### src/rtl/core/tvmp_pkg.sv
// Package for the tag=value message parser: widths, byte codes, tag codes,
// phase codes, the parser state and result structs, and decimal helpers.
// No dependencies.
`timescale 1ns / 1ps

package tvmp_pkg;

  localparam int RAW_LEN_BITS = 16;
  localparam int TAG_BITS     = 20;
  localparam int FIELD_TAG_W  = 20;
  localparam int RX_CK_W      = 10;

  localparam logic [TAG_BITS-1:0]     TAG_MAX = {TAG_BITS{1'b1}};
  localparam logic [RAW_LEN_BITS-1:0] LEN_MAX = {RAW_LEN_BITS{1'b1}};

  localparam logic [TAG_BITS-1:0] TAG_RAW_LEN  = TAG_BITS'(95);
  localparam logic [TAG_BITS-1:0] TAG_CHECKSUM = TAG_BITS'(10);

  localparam logic [7:0] SOH_BYTE   = 8'h01;
  localparam logic [7:0] CHAR_ZERO  = 8'h30;
  localparam logic [7:0] CHAR_NINE  = 8'h39;
  localparam logic [RX_CK_W-1:0] RX_CK_MAX = RX_CK_W'(999);

  // parser phase codes
  localparam logic [1:0] PH_SKIP  = 2'd0;
  localparam logic [1:0] PH_TAG   = 2'd1;
  localparam logic [1:0] PH_VALUE = 2'd2;
  localparam logic [1:0] PH_RAW   = 2'd3;

  typedef struct packed {
    logic [1:0]              phase;
    logic [TAG_BITS-1:0]     tag_acc;
    logic [RAW_LEN_BITS-1:0] value_num;
    logic                    value_stop;
    logic [RAW_LEN_BITS-1:0] raw_rem;
    logic                    raw_pend;
    logic [7:0]              msg_sum;
    logic [7:0]              fld_sum;
  } parse_state_t;

  typedef struct packed {
    logic                   value_valid;
    logic                   field_end;
    logic                   message_end;
    logic [FIELD_TAG_W-1:0] field_tag;
    logic [7:0]             value_byte;
    logic                   raw_value;
    logic [7:0]             computed_checksum;
    logic [RX_CK_W-1:0]     received_checksum;
    logic                   checksum_ok;
  } result_t;

  function automatic logic is_digit(input logic [7:0] b);
    return (b >= CHAR_ZERO) && (b <= CHAR_NINE);
  endfunction

  // t*10 + digit, saturating
  function automatic logic [TAG_BITS-1:0] tag_mac(input logic [TAG_BITS-1:0] t,
                                                  input logic [7:0] b);
    logic [TAG_BITS+3:0] w;
    logic [TAG_BITS+3:0] s;
    w = (TAG_BITS+4)'(t);
    s = (w << 3) + (w << 1) + (TAG_BITS+4)'(b - CHAR_ZERO);
    return (s > (TAG_BITS+4)'(TAG_MAX)) ? TAG_MAX : s[TAG_BITS-1:0];
  endfunction

  function automatic logic [RAW_LEN_BITS-1:0] num_mac(
      input logic [RAW_LEN_BITS-1:0] n, input logic [7:0] b);
    logic [RAW_LEN_BITS+3:0] w;
    logic [RAW_LEN_BITS+3:0] s;
    w = (RAW_LEN_BITS+4)'(n);
    s = (w << 3) + (w << 1) + (RAW_LEN_BITS+4)'(b - CHAR_ZERO);
    return (s > (RAW_LEN_BITS+4)'(LEN_MAX)) ? LEN_MAX : s[RAW_LEN_BITS-1:0];
  endfunction

endpackage

### src/rtl/core/tvmp_step.sv
// One-byte step of the parser: next state and optional result from the
// current state and one byte. Purely combinational. Depends on tvmp_pkg.
`timescale 1ns / 1ps

module tvmp_step
  import tvmp_pkg::*;
(
  input  parse_state_t cur,
  input  logic [7:0]   data_byte,
  output parse_state_t nxt,
  output result_t      res,
  output logic         has_result
);

  logic                    digit;
  logic [7:0]              fsum_upd;
  logic [RAW_LEN_BITS-1:0] num_upd;
  logic                    stop_upd;
  logic [RAW_LEN_BITS-1:0] rem_dec;
  logic [RAW_LEN_BITS-1:0] end_num;
  logic                    ended;
  logic                    is_ck;
  logic [RX_CK_W-1:0]      rx_ck;

  always_comb begin
    digit    = is_digit(data_byte);
    fsum_upd = cur.fld_sum + data_byte;
    rem_dec  = cur.raw_rem - RAW_LEN_BITS'(1);
    is_ck    = (cur.tag_acc == TAG_CHECKSUM);

    // value number stops at the first non-digit
    num_upd  = cur.value_num;
    stop_upd = cur.value_stop;
    if (!cur.value_stop) begin
      if (digit) begin
        num_upd = num_mac(cur.value_num, data_byte);
      end else begin
        stop_upd = 1'b1;
      end
    end

    nxt        = cur;
    res        = '0;
    has_result = 1'b0;
    ended      = 1'b0;
    end_num    = cur.value_num;

    case (cur.phase)
      PH_SKIP: begin
        if (!digit) begin
          nxt.msg_sum = cur.msg_sum + data_byte;
        end else begin
          nxt.tag_acc    = TAG_BITS'(data_byte - CHAR_ZERO);
          nxt.fld_sum    = data_byte;
          nxt.value_num  = '0;
          nxt.value_stop = 1'b0;
          nxt.phase      = PH_TAG;
        end
      end
      PH_TAG: begin
        nxt.fld_sum = fsum_upd;
        if (digit) begin
          nxt.tag_acc = tag_mac(cur.tag_acc, data_byte);
        end else if (cur.raw_pend) begin
          if (cur.raw_rem == '0) begin
            // empty raw field ends on the tag terminator
            has_result    = 1'b1;
            ended         = 1'b1;
            res.raw_value = 1'b1;
          end else begin
            nxt.phase = PH_RAW;
          end
        end else begin
          nxt.phase = PH_VALUE;
        end
      end
      PH_VALUE: begin
        nxt.fld_sum = fsum_upd;
        has_result  = 1'b1;
        if (data_byte == SOH_BYTE) begin
          ended = 1'b1;
        end else begin
          nxt.value_num   = num_upd;
          nxt.value_stop  = stop_upd;
          res.value_valid = 1'b1;
          res.value_byte  = data_byte;
        end
      end
      default: begin
        nxt.fld_sum     = fsum_upd;
        nxt.value_num   = num_upd;
        nxt.value_stop  = stop_upd;
        nxt.raw_rem     = rem_dec;
        end_num         = num_upd;
        has_result      = 1'b1;
        res.value_valid = 1'b1;
        res.value_byte  = data_byte;
        res.raw_value   = 1'b1;
        ended           = (rem_dec == '0);
      end
    endcase

    res.field_tag = FIELD_TAG_W'(cur.tag_acc);
    res.field_end = ended;

    rx_ck = (32'(end_num) > 32'(RX_CK_MAX)) ? RX_CK_MAX : RX_CK_W'(end_num);

    if (ended) begin
      nxt.phase = PH_SKIP;
      if (is_ck) begin
        res.message_end       = 1'b1;
        res.computed_checksum = cur.msg_sum;
        res.received_checksum = rx_ck;
        res.checksum_ok       = (rx_ck == RX_CK_W'(cur.msg_sum));
        nxt.msg_sum           = '0;
        nxt.raw_pend          = 1'b0;
      end else begin
        nxt.msg_sum = cur.msg_sum + fsum_upd;
        if (cur.tag_acc == TAG_RAW_LEN) begin
          nxt.raw_pend = 1'b1;
          nxt.raw_rem  = end_num;
        end else begin
          nxt.raw_pend = 1'b0;
        end
      end
    end
  end

endmodule

### config.mk
export PLATFORM = sky130hd
export DESIGN_NAME = tvmp_step
export DESIGN_NICKNAME = d
export VERILOG_FILES = /design/src/rtl/core/tvmp_pkg.sv /design/src/rtl/core/tvmp_step.sv
export SDC_FILE = /design/constraint.sdc
export NUM_CORES = 1
export LEC_CHECK = 0
export BUFFER_PORTS_ARGS = -buffer_cell sky130_fd_sc_hd__buf_4
export CAP_MARGIN = 40
export CORE_MARGIN = 2
export CORE_UTILIZATION = 35
export DETAILED_ROUTE_END_ITERATION = 10
export RECOVER_POWER = 50
export SLEW_MARGIN = 10
export SYNTH_ARGS = -nofsm -noshare
export SYNTH_HDL_FRONTEND = slang
export SYNTH_SLANG_ARGS = --single-unit
### constraint.sdc
create_clock -name vclk -period 12.4
set_clock_uncertainty 0.05 [all_clocks]
set_input_delay 0.62 -clock vclk [all_inputs]
set_output_delay 0.62 -clock vclk [all_outputs]
set_load 0.01 [all_outputs]
=== Word level (Yosys, flattened, before mapping) ===
Index checks and enable logic that the tools add are counted.

* Register bits after elaboration: 0
* Output and inout bits: 124
* Word-level logic and storage cells: 70

* $add $sub $neg: 10
* Order comparisons: 5
* Equal/unequal tests: 6
* Muxes and demuxes: 42
* Reduce and logical (&&, ||, !) cells: 7

{| class="wikitable"
|+ Operator list
! operator !! count
|-
| 16-bit two-way mux || 7
|-
| 17-bit case mux with 3 select lines || 1
|-
| 22-bit case mux with 2 select lines || 1
|-
| 20-bit two-way mux || 2
|-
| 8-bit two-way mux || 5
|-
| 39-bit two-way mux || 1
|-
| 19-bit two-way mux || 2
|-
| 16-bit logical NOT || 2
|-
| 25-bit two-way mux || 1
|-
| 23-bit by 21-bit adder with 24-bit output || 1
|-
| 24-bit adder || 1
|-
| 8-bit adder || 3
|-
| 24-bit by 20-bit > comparator with 1-bit output, second input constant || 1
|-
| 19-bit by 17-bit adder with 20-bit output || 1
|-
| 20-bit adder || 1
|-
| 20-bit by 4-bit == test with 1-bit output, second input constant || 1
|-
| 20-bit by 7-bit == test with 1-bit output, second input constant || 1
|-
| 20-bit by 16-bit > comparator with 1-bit output, second input constant || 1
|-
| 8-bit by 6-bit subtractor with 9-bit output, second input constant || 2
|-
| 17-bit two-way mux || 1
|-
| 16-bit by 10-bit > comparator with 1-bit output, second input constant || 1
|-
| 8-bit case mux with 2 select lines || 1
|-
| 16-bit by 1-bit subtractor with 16-bit output, second input constant || 1
|-
| 10-bit by 8-bit == test with 1-bit output || 1
|-
| other kinds (15) || 30
|}

=== Logic depth before layout (Yosys ltp) ===
* Word-level depth: 12
* Depth in mapped cells: 16
* Depth with buffers taken out: 15

=== Worst setup path after synthesis ===
No wires, ideal clock.

* Path kind: input -> output
* Start point: input data_byte[7]
* End point: output res[0] (netlist bit)
* Arrival time: 6.822 ns
* Path slack: 4.908 ns
* Stages on the path: 15
* Cells stage by stage: clkbuf_1 -> nor3_1 -> fa_1 -> ha_1 -> buf_6 -> a2111o_1 -> or4_1 -> o21a_1 -> nand4_2 -> o211ai_1 -> o32a_2 -> xnor2_1 -> and3b_2 -> o31ai_1 -> a2111oi_2

{| class="wikitable"
|+ RTL lines
! what !! line !! source
|-
| start, declared || tvmp_step.sv:9 || <nowiki>input logic [7:0] data_byte,</nowiki>
|-
| end, declared || tvmp_step.sv:11 || <nowiki>output result_t res,</nowiki>
|}

==> out/qor.txt <==
Status - complete, no violations
Clock power share - 0
Endpoints failing setup - 0
Clock buffer count - 0
Metal3 WL - 1.681 mm
Synth Instances - 964
Initial drt markers - 502
Final min period - 6.183 ns
Seq/Total Area, Yosys - 0
Initial Util - 0.3539
Sequential cell area - 0 µm²
Pins Over Slew Limit - 0
Largest net degree at the start of global routing - 33
Area delta synth->final - 20.37%
Reg power frac - 0
DR WL/cell - 18.59 µm
NetSw - 312.2 µW
Netlist cell types - 83
Syn Std Cell Area - 6554 µm²
First-pass GRT wire length - 38.93 mm
Die Wd - 140.8 µm
Post-Synth Simple-Gate Area - 0.2680
Worst VDD drop - 28.33 µV
Post-CTS Setup Bufs - 0
Max Used Layer - met4
M1 WL - 10.96 mm
IO buf count - 204
Via count - 7808
GRT Total Usage - 0.2384
Chip height - 140.8 µm
Final cell count without fillers - 1341
FP Rows - 50
Synth top area cells - ha_1, fa_1, a21oi_1
Antenna violations before repair - 0
CP max FO - 32
Critical Path Start Type - input pin
Critical path data arrival time - 5.51 ns
Vias in the first global route - 7346
Die area - 19840 µm²
TNS Setup - 0 ns
Crit end category - output port
Unrepaired setup endpoints after global routing - false
Vias per cell - 5.823
Dpl cells - 1341
Drt drc - 0
Final hold vios - 0
Final #Nets - 1297
Post-synthesis compound-gate area fraction - 0.3041
Internal Pwr Total - 208.0 µW
CP required - 11.73 ns
Layout cells sized above 1 - 0.1653
Met2 routed wirelength - 11.72 mm
Adder-cell share of the synthesized area - 0.2486
Final wirelength - 24.93 mm
Sw Ratio - 0.6002
Max-Cap Viols - 0
Avg Inst Size Synth - 6.799 µm²
Post-Synth XOR/XNOR Area - 0.09355
Gr ovfl total - 0
Power per cell area - 65.94 nW/µm²
HP Class - in2out
DR pass1 iterations - 5
Slowest CP cell - clkbuf_1
Hold Buf Count CTS - 0
CP max stage delay - 0.91 ns
Largest family of logic cells by synthesized area - compound AO/OA/AOI/OAI gates
Io pins - 204
Top post-synthesis cells by count - nor2_1, a21oi_1, nand2_1
Fillcell total - 2047
CP dominant cell by count - clkbuf_1
Pwr Total - 520.2 µW
Slew HR - 0.05549
Slew at the pin closest to its max-slew limit - 1.417 ns
Lkg Pwr - 3.483 nW
WS Path Type - in2out
Crit share post-route - 0.4987
Largest area contributor in the netlist - ha_1
Ys Warns - 0
Combinational share of power - 1.000
Yosys top cell area share - 0.1355
Crit path cell chain - clkbuf_1 -> nand2_1 -> nor3_1 -> nand4_1 -> a2111oi_0 -> a21oi_1 -> clkbuf_1 -> or3_1 -> clkbuf_1 -> mux2i_1 -> nor2_1 -> a311oi_1 -> buf_4
Ant diodes - 0
Cell with the most instances after synthesis - nor2_1
Post-Syn Nets - 1152
Post-synthesis mux area share - 0.009355
Core Region - 18520 µm²
FFs & Latches - 0
Fmax achieved - 161.7 MHz
DP HPWL - 20.29 mm
Post-cts sizing count - 0
Antenna viol nets, final - 0
Final RePlAce weighted congestion - 0.9442
==> power groups by stage <==
stage          sequential (mW)  clock, mW  combinational, mW
4_1_cts                      0          0              0.525
5_1_grt                      0          0              0.576
3_3_place_gp                 0          0              0.520
2_1_floorplan                0          0              0.358
3_5_place_dp                 0          0              0.522
6_report                     0          0              0.520
==> through the flow <==
stage / utilization / instance area, µm² / hold WS (ns) / setup slack, ns
2_1_floorplan: - / 6554 / 1.282 / 4.908
3_3_place_gp: 0.4365 / 8083 / 1.431 / 6.355
3_5_place_dp: 0.4371 / 8094 / 1.429 / 6.259
4_1_cts: 0.4371 / 8094 / 1.431 / 6.261
5_1_grt: 0.4260 / 7889 / 1.458 / 5.841
6_report: 0.4260 / 7889 / 1.448 / 6.217
==> routing by layer <==
metal,vias up,track usage
met3,35,0.01427
met5,-,0
li1,3778,-
met2,322,0.4134
met4,0,0.04842
met1,3673,0.3286
==> path summary, 6_finish.rpt <==
check | start | to | slack, ns | cells past startpoint
worst max-delay path | cur[71] | nxt[18] | 6.22 | 13
worst min-delay path | cur[69] | res[47] | 1.45 | 2
==> cell type report <==
cell class	instances	area [µm²]	share of cell area
inverter	40	150.1	0.01903
multi-input combinational	856	6057	0.7678
tap	234	292.8	0.03711
timing repair buffer	211	1389	0.1761
==> logic make-up (layout without fill, tap and decap cells) <==
logic type	count (synthesis)	after routing
buffers and inverters	108	251
XOR/XNOR	70	70
adder cells (fa/ha/maj)	108	108
AND/OR/NAND/NOR	357	357
multiplexers	6	6
AO/OA/AOI/OAI	315	315
==> critical path: cells and delay by family <==
kind                   cells  cell delay (ns)
AND/OR/NAND/NOR            5             1.57
buffers and inverters      4             1.99
multiplexers               1             0.35
AO/OA/AOI/OAI              3             0.94
==> cells in the final DEF (no fill, tap or decap), types with 29 or more instances in the layout <==
cell type  Yosys  layout
buf_4         22     157
nor2_1       105     105
a21oi_1      102     102
nand2_1       93      93
o21ai_0       74      75
ha_1          71      71
clkbuf_1      37      53
xnor2_1       45      45
inv_1         39      39
fa_1          37      37
nor3_1        31      29
Note: power is estimated with default switching activity, not from simulation.
